File: src/tlvec_pkg.sv
// ----------------------------------------------------------------------------
// tlvec_pkg: shared types and constants of the TLV envelope checker
// Holds the payload structs of both channels, the register indexes, the fault
// codes and the reset values of the configuration registers.
// ----------------------------------------------------------------------------
package tlvec_pkg;

   // Width of the name registers and the number of bytes they hold.
   localparam int NAME_REG_WIDTH = 48;
   localparam int NAME_REG_BYTES = NAME_REG_WIDTH / 8;

   // Configuration register indexes.
   localparam logic [1:0] CSR_NAME_TAG_TYPE = 2'd0;
   localparam logic [1:0] CSR_DATA_TAG_TYPE = 2'd1;
   localparam logic [1:0] CSR_RESPONSE_NAME = 2'd2;
   localparam logic [1:0] CSR_EVENT_NAME    = 2'd3;

   // Fault codes, lower value wins when several checks fail.
   localparam logic [2:0] FAULT_NONE          = 3'd0;
   localparam logic [2:0] FAULT_SHORT         = 3'd1;
   localparam logic [2:0] FAULT_NAME_TYPE     = 3'd2;
   localparam logic [2:0] FAULT_DATA_TYPE     = 3'd3;
   localparam logic [2:0] FAULT_NAME_LENGTH   = 3'd4;
   localparam logic [2:0] FAULT_NAME_MISMATCH = 3'd5;
   localparam logic [2:0] FAULT_EMPTY_BODY    = 3'd6;
   localparam logic [2:0] FAULT_OVERRUN       = 3'd7;

   // Reset values of the configuration registers.
   localparam logic [7:0]                NAME_TAG_TYPE_RESET = 8'h01;
   localparam logic [7:0]                DATA_TAG_TYPE_RESET = 8'h02;
   localparam logic [NAME_REG_WIDTH-1:0] RESPONSE_NAME_RESET = 48'h7073_5250_4352;
   localparam logic [NAME_REG_WIDTH-1:0] EVENT_NAME_RESET    = 48'h7476_4550_4352;

   // One byte of the frame.
   typedef struct packed {
      logic [7:0] data_byte;
      logic       last_byte;
   } req_payload_type;

   // Verdict on one frame.
   typedef struct packed {
      logic        accepted;
      logic [2:0]  fault_code;
      logic [15:0] body_length;
   } rsp_payload_type;

endpackage

File: src/tlv_envelope_checker_core.sv
// ----------------------------------------------------------------------------
// tlv_envelope_checker_core: two-tag TLV envelope checker
// The verdict is registered and shown in the cycle after the final byte is taken.
// Throughput: one byte per cycle; the frame state and the result register
// are updated in the cycle a byte is taken, so bytes follow back to back.
// The input stalls only while a verdict waits on the result channel.
// Reset: synchronous, active high; clears the frame state and the result
// valid flag, and loads the register reset values.
// ----------------------------------------------------------------------------
module tlv_envelope_checker_core #(
   parameter int NAME_BYTES = 6
) (
   input  logic                          clock,
   input  logic                          reset,
   input  logic                          req_valid,
   output logic                          req_ready,
   input  tlvec_pkg::req_payload_type    req_payload,
   output logic                          rsp_valid,
   input  logic                          rsp_ready,
   output tlvec_pkg::rsp_payload_type    rsp_payload,
   input  logic                          csr_write_enable,
   input  logic [1:0]                    csr_index,
   input  logic [tlvec_pkg::NAME_REG_WIDTH-1:0] csr_write_data
);

   // Frame layout positions derived from the name length.
   localparam logic [15:0] NAME_LEN      = 16'(NAME_BYTES);
   localparam logic [15:0] OVERHEAD      = 16'(6 + NAME_BYTES);
   localparam logic [15:0] POS_NAME_END  = 16'(3 + NAME_BYTES);
   localparam logic [15:0] POS_BODY_LOW  = 16'(4 + NAME_BYTES);
   localparam logic [15:0] POS_BODY_HIGH = 16'(5 + NAME_BYTES);

   // Keep the lower fault code.
   function automatic logic [2:0] note_fault(input logic [2:0] cur, input logic [2:0] code);
      if (cur == tlvec_pkg::FAULT_NONE || code < cur) begin
         return code;
      end
      return cur;
   endfunction

   // Configuration registers.
   logic [7:0]                          name_tag_type_ff;
   logic [7:0]                          data_tag_type_ff;
   logic [tlvec_pkg::NAME_REG_WIDTH-1:0] response_name_ff;
   logic [tlvec_pkg::NAME_REG_WIDTH-1:0] event_name_ff;

   // Frame state.
   logic [15:0] byte_position_ff, byte_position_in;
   logic [2:0]  first_fault_ff, first_fault_in;
   logic [15:0] name_length_ff, name_length_in;
   logic [15:0] body_length_ff, body_length_in;

   // Result register.
   logic                       rsp_valid_ff, rsp_valid_in;
   tlvec_pkg::rsp_payload_type rsp_payload_ff, rsp_payload_in;

   logic        req_transfer;
   logic [15:0] frame_len;
   logic [2:0]  byte_fault;
   logic [2:0]  final_fault;
   logic [16:0] body_plus_overhead;
   logic [2:0]  name_idx;
   logic [63:0] response_wide;
   logic [63:0] event_wide;
   logic [7:0]  response_byte;
   logic [7:0]  event_byte;

   assign req_ready    = !rsp_valid_ff || rsp_ready;
   assign req_transfer = req_valid && req_ready;
   assign rsp_valid    = rsp_valid_ff;
   assign rsp_payload  = rsp_payload_ff;

   // Configuration writes.
   always_ff @(posedge clock) begin
      if (reset) begin
         name_tag_type_ff <= tlvec_pkg::NAME_TAG_TYPE_RESET;
         data_tag_type_ff <= tlvec_pkg::DATA_TAG_TYPE_RESET;
         response_name_ff <= tlvec_pkg::RESPONSE_NAME_RESET;
         event_name_ff    <= tlvec_pkg::EVENT_NAME_RESET;
      end else if (csr_write_enable) begin
         unique case (csr_index)
            tlvec_pkg::CSR_NAME_TAG_TYPE: name_tag_type_ff <= csr_write_data[7:0];
            tlvec_pkg::CSR_DATA_TAG_TYPE: data_tag_type_ff <= csr_write_data[7:0];
            tlvec_pkg::CSR_RESPONSE_NAME: response_name_ff <= csr_write_data;
            tlvec_pkg::CSR_EVENT_NAME:    event_name_ff    <= csr_write_data;
            default: ;
         endcase
      end
   end

   // Expected name bytes; positions past the registers expect zero.
   assign response_wide = {16'h0000, response_name_ff};
   assign event_wide    = {16'h0000, event_name_ff};
   assign name_idx      = 3'(byte_position_ff - 16'd3);
   assign response_byte = response_wide[8*name_idx +: 8];
   assign event_byte    = event_wide[8*name_idx +: 8];

   // Per-byte checks and length capture by frame position.
   always_comb begin
      byte_fault     = first_fault_ff;
      name_length_in = name_length_ff;
      body_length_in = body_length_ff;
      priority if (byte_position_ff == 16'd0) begin
         if (req_payload.data_byte != name_tag_type_ff) begin
            byte_fault = note_fault(first_fault_ff, tlvec_pkg::FAULT_NAME_TYPE);
         end
      end else if (byte_position_ff == 16'd1) begin
         name_length_in = {name_length_ff[15:8], req_payload.data_byte};
      end else if (byte_position_ff == 16'd2) begin
         name_length_in = {req_payload.data_byte, name_length_ff[7:0]};
      end else if (byte_position_ff < POS_NAME_END) begin
         if (req_payload.data_byte != response_byte && req_payload.data_byte != event_byte) begin
            byte_fault = note_fault(first_fault_ff, tlvec_pkg::FAULT_NAME_MISMATCH);
         end
      end else if (byte_position_ff == POS_NAME_END) begin
         if (req_payload.data_byte != data_tag_type_ff) begin
            byte_fault = note_fault(first_fault_ff, tlvec_pkg::FAULT_DATA_TYPE);
         end
      end else if (byte_position_ff == POS_BODY_LOW) begin
         body_length_in = {body_length_ff[15:8], req_payload.data_byte};
      end else if (byte_position_ff == POS_BODY_HIGH) begin
         body_length_in = {req_payload.data_byte, body_length_ff[7:0]};
      end else begin
         // Body bytes carry no check.
         byte_fault = first_fault_ff;
      end
   end

   // Frame length so far, saturating at the top of the counter.
   assign frame_len = (byte_position_ff == 16'hFFFF) ? byte_position_ff
                                                     : byte_position_ff + 16'd1;
   assign body_plus_overhead = {1'b0, body_length_in} + {1'b0, OVERHEAD};

   // End-of-frame checks.
   always_comb begin
      final_fault = byte_fault;
      if (frame_len < OVERHEAD) begin
         final_fault = note_fault(final_fault, tlvec_pkg::FAULT_SHORT);
      end
      if (name_length_in != NAME_LEN) begin
         final_fault = note_fault(final_fault, tlvec_pkg::FAULT_NAME_LENGTH);
      end
      if (final_fault == tlvec_pkg::FAULT_NONE) begin
         if (body_length_in == 16'd0) begin
            final_fault = tlvec_pkg::FAULT_EMPTY_BODY;
         end else if (body_plus_overhead > {1'b0, frame_len}) begin
            final_fault = tlvec_pkg::FAULT_OVERRUN;
         end
      end
   end

   // Next frame state and result.
   always_comb begin
      byte_position_in = byte_position_ff;
      first_fault_in   = first_fault_ff;
      rsp_valid_in     = rsp_valid_ff && !rsp_ready;
      rsp_payload_in   = rsp_payload_ff;
      if (req_transfer) begin
         if (req_payload.last_byte) begin
            byte_position_in           = 16'd0;
            first_fault_in             = tlvec_pkg::FAULT_NONE;
            rsp_valid_in               = 1'b1;
            rsp_payload_in.accepted    = (final_fault == tlvec_pkg::FAULT_NONE);
            rsp_payload_in.fault_code  = final_fault;
            rsp_payload_in.body_length = (final_fault == tlvec_pkg::FAULT_NONE)
                                         ? body_length_in : 16'd0;
         end else begin
            byte_position_in = frame_len;
            first_fault_in   = byte_fault;
         end
      end
   end

   // State registers.
   always_ff @(posedge clock) begin
      if (reset) begin
         byte_position_ff <= 16'd0;
         first_fault_ff   <= tlvec_pkg::FAULT_NONE;
         name_length_ff   <= 16'd0;
         body_length_ff   <= 16'd0;
         rsp_valid_ff     <= 1'b0;
      end else begin
         byte_position_ff <= byte_position_in;
         first_fault_ff   <= first_fault_in;
         rsp_valid_ff     <= rsp_valid_in;
         if (req_transfer && req_payload.last_byte) begin
            name_length_ff <= 16'd0;
            body_length_ff <= 16'd0;
         end else if (req_transfer) begin
            name_length_ff <= name_length_in;
            body_length_ff <= body_length_in;
         end
      end
   end

   // Result payload needs no reset.
   always_ff @(posedge clock) begin
      rsp_payload_ff <= rsp_payload_in;
   end

endmodule

File: config.mk
export PLATFORM = sky130hd
export DESIGN_NAME = tlv_envelope_checker_core
export DESIGN_NICKNAME = d
export VERILOG_FILES = /design/src/tlvec_pkg.sv /design/src/tlv_envelope_checker_core.sv
export SDC_FILE = /design/constraint.sdc
export NUM_CORES = 1
export LEC_CHECK = 0
export ABC_AREA = 1
export BUFFER_PORTS_ARGS = -buffer_cell sky130_fd_sc_hd__buf_2
export CORE_MARGIN = 2
export CORE_UTILIZATION = 62
export CTS_CLUSTER_SIZE = 16
export DETAILED_ROUTE_END_ITERATION = 12
export GPL_ROUTABILITY_DRIVEN = 0
export PLACE_DENSITY = 0.87
export SLEW_MARGIN = 20
export SYNTH_ARGS = -nofsm -noshare
export SYNTH_HDL_FRONTEND = slang
export SYNTH_SLANG_ARGS = --single-unit
export TNS_END_PERCENT = 30
File: constraint.sdc
create_clock -name clock -period 10.95 [get_ports clock]
set_clock_uncertainty 0.2 [all_clocks]
set_input_delay 1.095 -clock clock [delete_from_list [all_inputs] [get_ports clock]]
set_output_delay 1.095 -clock clock [all_outputs]
set_load 0.01 [all_outputs]
# == After elaboration in Yosys (flattened, before gate mapping) ==
# Cells that the tools add are included.
# totals
register_bits,184
latch_bits,0
ramBits,0
romBits,0
inputBits,64
wordCells,123
n_memories,0
# op_classes
addsub,3
multipliers,0
div,0
n_lt_le_gt_ge,8
eq_ne,14
shifts,2
n_mux,58
bitwise,0
n_reduce_logical,26
# ops
op,count
$mux W16,12
$shiftx A64 B7 Y8,2
$mux W3,24
$eq A16 B4 Y1 const B,3
$logic_not A16 Y1,2
$lt A16 B4 Y1 const B,2
$ne A8 B8 Y1,4
$mux W1,22
$add A16 B4 Y17 const B,1
$gt A17 B16 Y1,1
$add A16 B1 Y16 const B,1
$eq A16 B1 Y1 const B,1
$eq A16 B16 Y1 const B,1
$eq A16 B2 Y1 const B,1
$ne A16 B3 Y1 const B,1
$logic_not A3 Y1,5
$reduce_and A2 Y1,5
$logic_or A1 B1 Y1,6
$lt A2 B3 Y1 const A,2
$lt A3 B3 Y1 const A,2
$eq A2 B2 Y1 const B,2
$logic_and A1 B1 Y1,4
$lt A1 B3 Y1 const A,1
$sub A3 B2 Y3 const B,1
other kinds (4),5

# == Depth between registers and ports, before layout ==
# Gate-level depths: netlist (run 1).
# logic_depth
word_depth,32
mapped_depth,33
mapped_depth_nobuf,30

# == Least setup slack after synthesis (run 1) ==
# OpenSTA, ideal clock, no wires.
# synth_timing
path_kind,reg2reg
startpoint,register byte_position_ff[0]
endpoint,"register rsp_payload_ff (netlist bit rsp_payload[8]), data pin"
setup_ns,0.136
t_arrival_ns,3.891
setup_slack_ns,6.723
path_stages_with_launch,27
n_path_buf,3
synth_period_minus_slack_ns,4.227
cell_sequence,dfxtp_1 inv_1 clkbuf_1 ha_1 nand2_1 nand2_1 nand3_2 nand4_2 buf_4 nand2_1 o21ai_1 ha_1 inv_1 nand3_1 nor4_1 nand3_1 xor2_1 ha_1 nand2_1 nor4_1 nand3b_1 nand2_1 nand2_2 inv_2 nand4_4 buf_6 nor2_2
# synth_via
elab_chain_cells,25
# synth_rtl
item,line,source
"start, declared",tlv_envelope_checker_core.sv:48,"logic [15:0] byte_position_ff, byte_position_in;"
"start signal, assigned",tlv_envelope_checker_core.sv:183,byte_position_ff <= byte_position_in;
$sub A3 B2 Y3,tlv_envelope_checker_core.sv:94,assign name_idx = 3'(byte_position_ff - 16'd3);
"$shiftx A64 B7 Y8, on equally long branches","tlv_envelope_checker_core.sv:95, tlv_envelope_checker_core.sv:96",
$ne A8 B8 Y1,tlv_envelope_checker_core.sv:112,if (req_payload.data_byte != response_byte && req_payload.data_byte != event_byte) begin
$logic_and A1 B1 Y1,tlv_envelope_checker_core.sv:112,
$mux W3,tlv_envelope_checker_core.sv:112,
$mux W3,tlv_envelope_checker_core.sv:111,end else if (byte_position_ff < POS_NAME_END) begin
$mux W3,tlv_envelope_checker_core.sv:109,end else if (byte_position_ff == 16'd2) begin
$mux W3,tlv_envelope_checker_core.sv:107,end else if (byte_position_ff == 16'd1) begin
[... 9 more ...],--,
$mux W1,tlv_envelope_checker_core.sv:35,if (cur == tlvec_pkg::FAULT_NONE || code < cur) begin
$mux W1,tlv_envelope_checker_core.sv:140,if (name_length_in != NAME_LEN) begin
$mux W3,tlv_envelope_checker_core.sv:38,return cur;
$mux W3,tlv_envelope_checker_core.sv:140,
$mux W3,tlv_envelope_checker_core.sv:146,"end else if (body_plus_overhead > {1'b0, frame_len}) begin"
$mux W3,tlv_envelope_checker_core.sv:144,if (body_length_in == 16'd0) begin
$mux W3,tlv_envelope_checker_core.sv:143,if (final_fault == tlvec_pkg::FAULT_NONE) begin
$logic_not A3 Y1,tlv_envelope_checker_core.sv:165,rsp_payload_in.body_length = (final_fault == tlvec_pkg::FAULT_NONE)
"end signal, assigned",tlv_envelope_checker_core.sv:198,rsp_payload_ff <= rsp_payload_in;
"end, declared",tlv_envelope_checker_core.sv:55,"tlvec_pkg::rsp_payload_type rsp_payload_ff, rsp_payload_in;"
# Several ways; a longest one is shown, not always the timed one. The select of a mux whose other input is x is not followed.
# A chain may end at the register's enable or synchronous reset.

# == Final worst setup path (run 1) ==
# layout_timing
startpoint,register byte_position_ff[0]
endpoint,"register rsp_payload_ff (netlist bit rsp_payload[6]), data pin"
# The elaborated chain is that of the path after synthesis.

==> impl_metrics.yaml, run 1 <==
pwr:
  power_leakage_nw: 5.27
  internal_power_mw: 1.10
  pwr-share-seq: 0.469
  clkPwrFrac: 0.385
  vdd_drop_max_mv: 0.125
  power_frac_comb: 0.145
  power_density_mw_per_mm2: 141
  p_sw_mw: 0.449
  p_sw_frac: 0.291
worst_hold_path:
  hold_depth: 2
  hold_start: "response_name_ff[3]$_SDFFE_PP0P_"
  worstHoldPathType: "reg2reg"
critical_path:
  worst_setup_path_end_kind: "register"
  startpoint: "byte_position_ff[0]$_SDFFE_PP0P_"
  cp_max_fo: 42
  rr_worst_depth: 23
  crit_path_start_kind: "register"
  cp_data_arrival_time_ns: 6.26
  r2r-start: "byte_position_ff[0]$_SDFFE_PP0P_"
  path_class: "reg2reg"
  crit_required_ns: 11.03
grt:
  grt_max_degree: 113
  grt-ovfl-total: 0
  grt_pass1_wl_mm: 43.8
  track_usage: 0.325
  antenna_found_initial: 0
  grt_pass1_vias: 9154
timing:
  finalCritPeriodShare: 0.564
  timing.fmax_mhz: 162
  tightest_slew_ns: 1.03
  setup_viol: 0
  slew_headroom: 0.315
  fin_crit_ns: 6.17
  slew_violations: 0
  setup_tns_ns: 0
  rsz0062_at_grt: "no"
  finalHoldViolations: 0
yosys:
  synth_edf_count: 20
  synth_warnings: 0
  synth_top_flop_cell: "dfxtp_1"
  async_flop_share: 0
  ys_ff_latch: 184
  yosysTopAreaCell: "dfxtp_1"
  yosys.area.top_type_share: 0.328
  synth.most_common_cell: "nand2_1"
  yosys-top-cells-count: "nand2_1, inv_1, dfxtp_1, nor2_1, o21ai_0"
  synth_cells: 1495
  synth-seq-area-share: 0.388
  synthesis.area_mm2: 0.0100
  syn-num-nets: 1580
  syn_avg_cell_area_um2: 6.69
  ys_types: 43
  ys_top_cells_by_area: "dfxtp_1, nand2_1, inv_1"
route:
  maxUsedRoutingLayer: "met4"
  drt_iter0_markers: 1017
  drt-met1-wl_mm: 11.0
  firstDrtPassIters: 7
  drc: 0
  routed_via_density: 5.64
  vias: 9940
  antenna_left: 0
  totalWireLength_mm: 26.9
  wl_per_cell_um: 15.2
  met2_length_mm: 12.4
  wl_met3_mm: 2.37
layout:
  synthToLayoutAreaGrowth_pct: 10.0
  post-route-cell-area_mm2: 0.0110
  nets: 1618
  fill_cells: 1306
  drive_gt1_frac: 0.109
  multi_input_area_mm2: 0.00512
  diodes: 0
  regArea_mm2: 0.00388
placed_design:
  numPortBuffers: 85
  dp_hpwl_mm: 18.2
  placed_area_mm2: 0.0104
clock_network:
  htree_levels: 4
  numClockSinks: 184
  clkLatencyLatePin_ns: 0.44
  cts_buffers: 17
  ctsResizeCount: 0
  cts.clk_slew.worst_paths_ns: 0.07
  cts_tree: "done"
  clockBufferDepth: 2
  clock-root-buffer: "clkbuf_16"
  cts_setup_buffers: 0
  cts_hold_buffers: 0
floorplan:
  fp.dieArea_mm2: 0.0172
  ioPinCount: 86
  core.rowCount: 46
  die_y_um: 131
  initial_utilization: 0.632
  dieWidth_um: 131
  core_mm2: 0.0158
run:
  max_cap_viol_count: 0
run_status:
  status: "completed"
[critical path, cell delays in order (launching register included)]
cell and delay [ns]:
dfxtp_1 0.31, buf_4 0.38, inv_1 0.57, ha_1 0.45, nand3_1 0.11, nor2_1 0.06, nand2_1 0.14, nand2_1 0.11
nor3_1 0.22, nand2_2 0.22, o21ai_0 0.61, inv_1 0.27, nor4_1 0.41, nand3_1 0.17, xor2_1 0.20, ha_1 0.31
nand2_1 0.08, nor4_1 0.30, nand3b_1 0.13, nand2_1 0.10, nand2_2 0.07, inv_2 0.07, nand4_4 0.30, nor2_1 0.21
[routing by layer]
layer  track usage  vias up
met2         0.528      511
li1              -     4855
met3        0.0627      117
met4         0.139        0
met5             0        -
met1         0.424     4457
[cell type report]
class	count	area share
Clock buffer	21	0.0418
Clock inverter	11	0.00921
Inverter	177	0.0605
Multi-Input combinational cell	1058	0.465
Sequential cell	184	0.353
Tap cell	216	0.0246
Timing Repair Buffer	95	0.0455
[cells in the final DEF, fill, tap and decap left out, types with 3 or more instances in the layout]
master / Yosys / final
o21ai_2: 3 / 3
dfxtp_1: 164 / 164
edfxtp_1: 20 / 20
inv_1: 171 / 169
xnor2_1: 16 / 16
inv_8: 0 / 3
nand4_1: 13 / 13
clkbuf_16: 0 / 17
buf_2: 12 / 85
nor2_1: 157 / 155
a21oi_1: 93 / 93
o21ai_1: 10 / 10
inv_6: 0 / 5
o211ai_1: 24 / 24
buf_4: 5 / 10
nand2_2: 3 / 3
xor2_1: 19 / 19
nand3_2: 4 / 4
nand3b_1: 3 / 3
a2bb2oi_1: 4 / 4
nor4_1: 4 / 4
ha_1: 21 / 21
nand3_1: 95 / 95
nor3_1: 10 / 10
nand2_1: 418 / 418
inv_2: 4 / 5
o21ai_0: 128 / 128
nor2_2: 15 / 17
[power groups by stage]
stage          logic, mW  registers (mW)  clock network (mW)
5_1_grt            0.253           0.729               0.626
3_3_place_gp       0.210           0.739                   0
6_report           0.224           0.726               0.596
3_5_place_dp       0.217           0.741                   0
4_1_cts            0.220           0.725               0.599
2_1_floorplan      0.156           0.739                   0
[path summary, 6_finish.rpt]
| check | endpoint | slack [ns] |
|---|---|---|
| setup / recovery | rsp_payload[6]$_SDFFCE_PP0P_ | 4.78 |
| hold reg to reg | response_name_ff[3]$_SDFFE_PP0P_ | 0.26 |
| hold / removal | response_name_ff[3]$_SDFFE_PP0P_ | 0.26 |
| setup reg to reg | rsp_payload[6]$_SDFFCE_PP0P_ | 4.78 |
[registers in the layout, indices dropped and copies added (netlist names), 3 cells and up]
name / flops
name_tag_type_ff: 8
name_length_ff: 16
event_name_ff: 48
first_fault_ff: 3
data_tag_type_ff: 8
byte_position_ff: 16
rsp_payload: 20
response_name_ff: 48
body_length_ff: 16
[per-stage QoR]
step	utilization	hold slack (ns)	power, mW	setup WS [ns]	instances
final	0.695	0.255	1.55	4.78	1762
after floorplan	-	0.224	0.894	6.72	1495
after global placement	0.660	0.233	0.950	5.42	1730
after CTS	0.695	0.256	1.54	5.01	1762
after detailed placement	0.660	0.239	0.957	5.10	1730
after global routing	0.695	0.268	1.61	4.40	1762
[logic make-up after synthesis]
| logic type | Yosys count | synth area share |
|---|---|---|
| buf+inv | 253 | 0.0999 |
| mux | 1 | 0.00100 |
| simple gates | 731 | 0.306 |
| compound gates | 269 | 0.146 |
| flops | 184 | 0.388 |
| fa+ha+maj | 21 | 0.0263 |
| xor+xnor | 36 | 0.0323 |
Note: power is estimated with default switching activity, not from simulation.
==> run 2: changes to the inputs <==
Settings changed: CORE_UTILIZATION 62 to 60, PLACE_DENSITY 0.87 to 0.85.
Clock period 10.95 ns to 6.45 ns, I/O delays scaled along.
==> impl_metrics.yaml, run 2 (same netlist as run 1, synthesis figures left out) <==
layout:
  final_common_cell: "nand2_1"
  post-route-cell-area_mm2: 0.0111
  layout_common_cells: "nand2_1, inv_1, dfxtp_1, nor2_1, o21ai_0"
  nets: 1621
  diodes: 0
  drive_gt1_frac: 0.110
  synthToLayoutAreaGrowth_pct: 10.7
  fill_cells: 1365
critical_path:
  rr_worst_depth: 22
  reg2reg_slack_ns: 1.31
  critPathTopFamily: "simple AND/OR/NAND/NOR gates"
  path_cells: "inv_1 > ha_1 > nand3_1 > nor2_1 > nand2_1 > nand2_1 > nor3_1 > nand2_2 > o21ai_0 > inv_1 > nor4_1 > nand3_1 > xor2_1 > ha_1 > nand2_1 > nor4_1 > nand3b_1 > nand2_1 > nand2_2 > inv_2 > nand4_4 > nor2_1"
  startpoint: "byte_position_ff[0]$_SDFFE_PP0P_"
  path_class: "reg2reg"
  critPathMostFrequentCell: "nand2_1"
  crit_path_start_kind: "register"
  cpPeakStageDelay_ns: 0.50
  path_buf_inv: 3
  rr_endpoint: "rsp_payload[1]$_SDFFCE_PP0P_"
  cpMaxStageDelayCell: "o21ai_0"
  cp_max_fo: 17
  cp_data_arrival_time_ns: 5.21
  crit_required_ns: 6.52
  worst_setup_path_end_kind: "register"
  r2r-start: "byte_position_ff[0]$_SDFFE_PP0P_"
pwr:
  p_sw_frac: 0.272
  power_leakage_nw: 5.30
  p_sw_mw: 0.726
  power_frac_comb: 0.142
  clkPwrFrac: 0.397
  internal_power_mw: 1.95
  power_density_mw_per_mm2: 242
  vdd_drop_max_mv: 0.186
  pwr-share-seq: 0.461
grt:
  grt_pass1_wl_mm: 42.8
  track_usage: 0.298
  grt-ovfl-total: 0
  grt_pass1_vias: 9274
  antenna_found_initial: 1
  grt_max_degree: 113
placed_design:
  placed_area_mm2: 0.0105
  numPortBuffers: 85
  dp_hpwl_mm: 17.8
worst_hold_path:
  worstHoldPathType: "in2reg"
  hold_start: "csr_write_data[14]"
  holdPathEnd: "event_name_ff[14]$_SDFFE_PP1P_"
  hold_depth: 3
clock_network:
  cts_tree: "done"
  clockBufferDepth: 2
  htree_levels: 4
  cts.clk_slew.worst_paths_ns: 0.07
  clkLatencyLatePin_ns: 0.43
  cts_buffers: 17
  ctsResizeCount: 0
  clock-root-buffer: "clkbuf_16"
  cts_hold_buffers: 0
  numClockSinks: 184
  cts_setup_buffers: 0
route:
  antenna_left: 0
  drt_iter0_markers: 916
  drc: 0
  wl_per_cell_um: 14.7
  totalWireLength_mm: 26.1
  firstDrtPassIters: 5
  routed_via_density: 5.59
  vias: 9889
timing:
  timing.fmax_mhz: 195
  setup_tns_ns: 0
  fin_crit_ns: 5.14
  setup_viol: 0
  finalHoldViolations: 0
  slew_violations: 0
  tightest_slew_ns: 1.08
  slew_headroom: 0.279
  finalCritPeriodShare: 0.797
  rsz0062_at_grt: "no"
floorplan:
  core.rowCount: 47
  core_mm2: 0.0164
  die_y_um: 133
  fp.dieArea_mm2: 0.0177
  dieWidth_um: 133
  ioPinCount: 86
  initial_utilization: 0.609
run_status:
  status: "completed"
run:
  max_cap_viol_count: 0
-- run 2: worst min-delay path, cell delays in order --
cell	delay [ns]
buf_2	0.09
nand2_1	0.04
nand3_1	0.06
-- run 2: metal layers --
metal / wire, um / GRT usage / share of wire / vias up
met1: 11000 / 0.383 / 0.42 / 4485
met3: 2210 / 0.0632 / 0.085 / 94
li1: - / - / - / 4853
met2: 11800 / 0.486 / 0.45 / 455
met4: 990 / 0.135 / 0.038 / 2
met5: 7 / 0 / 0.00027 / -
-- run 2: stage by stage --
| step | total power [mW] | hold WS [ns] | worst slack [ns] | utilization | instances |
|---|---|---|---|---|---|
| after floorplan | 1.52 | 0.224 | 2.22 | - | 1495 |
| after global placement | 1.61 | 0.233 | 1.90 | 0.638 | 1737 |
| after detailed placement | 1.63 | 0.240 | 1.59 | 0.638 | 1737 |
| after CTS | 2.67 | 0.227 | 1.49 | 0.674 | 1768 |
| after global routing | 2.77 | 0.238 | 0.765 | 0.674 | 1768 |
| final | 2.67 | 0.238 | 1.31 | 0.674 | 1768 |
-- run 2: cell type report --
| cell class | count | area, um2 | area share |
|---|---|---|---|
| repair buffers | 98 | 523 | 0.0473 |
| flip-flops and latches | 184 | 3880 | 0.351 |
| well taps | 220 | 275 | 0.0249 |
| multi-input cells | 1058 | 5120 | 0.463 |
| clock inverters | 10 | 116 | 0.0105 |
| clock buffers | 21 | 480 | 0.0434 |
| inverters | 177 | 664 | 0.0600 |
-- run 2: worst max path at each step --
stage | to | slack [ns] | cells past startpoint
finish | rsp_payload[1]$_SDFFCE_PP0P_ | 1.31 | 22
global placement | rsp_payload[5]$_SDFFCE_PP0P_ | 1.90 | 22
detailed placement | rsp_payload[1]$_SDFFCE_PP0P_ | 1.59 | 22
floorplan | rsp_payload[8]$_SDFFCE_PP0P_ | 2.22 | 26
CTS | rsp_payload[1]$_SDFFCE_PP0P_ | 1.49 | 22
global route | rsp_payload[4]$_SDFFCE_PP0P_ | 0.76 | 22
-- run 2: power groups by stage --
stage               registers (mW)  logic, mW  clock network (mW)
finish                        1.23      0.380                1.06
detailed placement            1.26      0.369                   0
CTS                           1.23      0.374                1.07
global route                  1.24      0.428                1.11
floorplan                     1.25      0.265                   0
global placement              1.26      0.360                   0
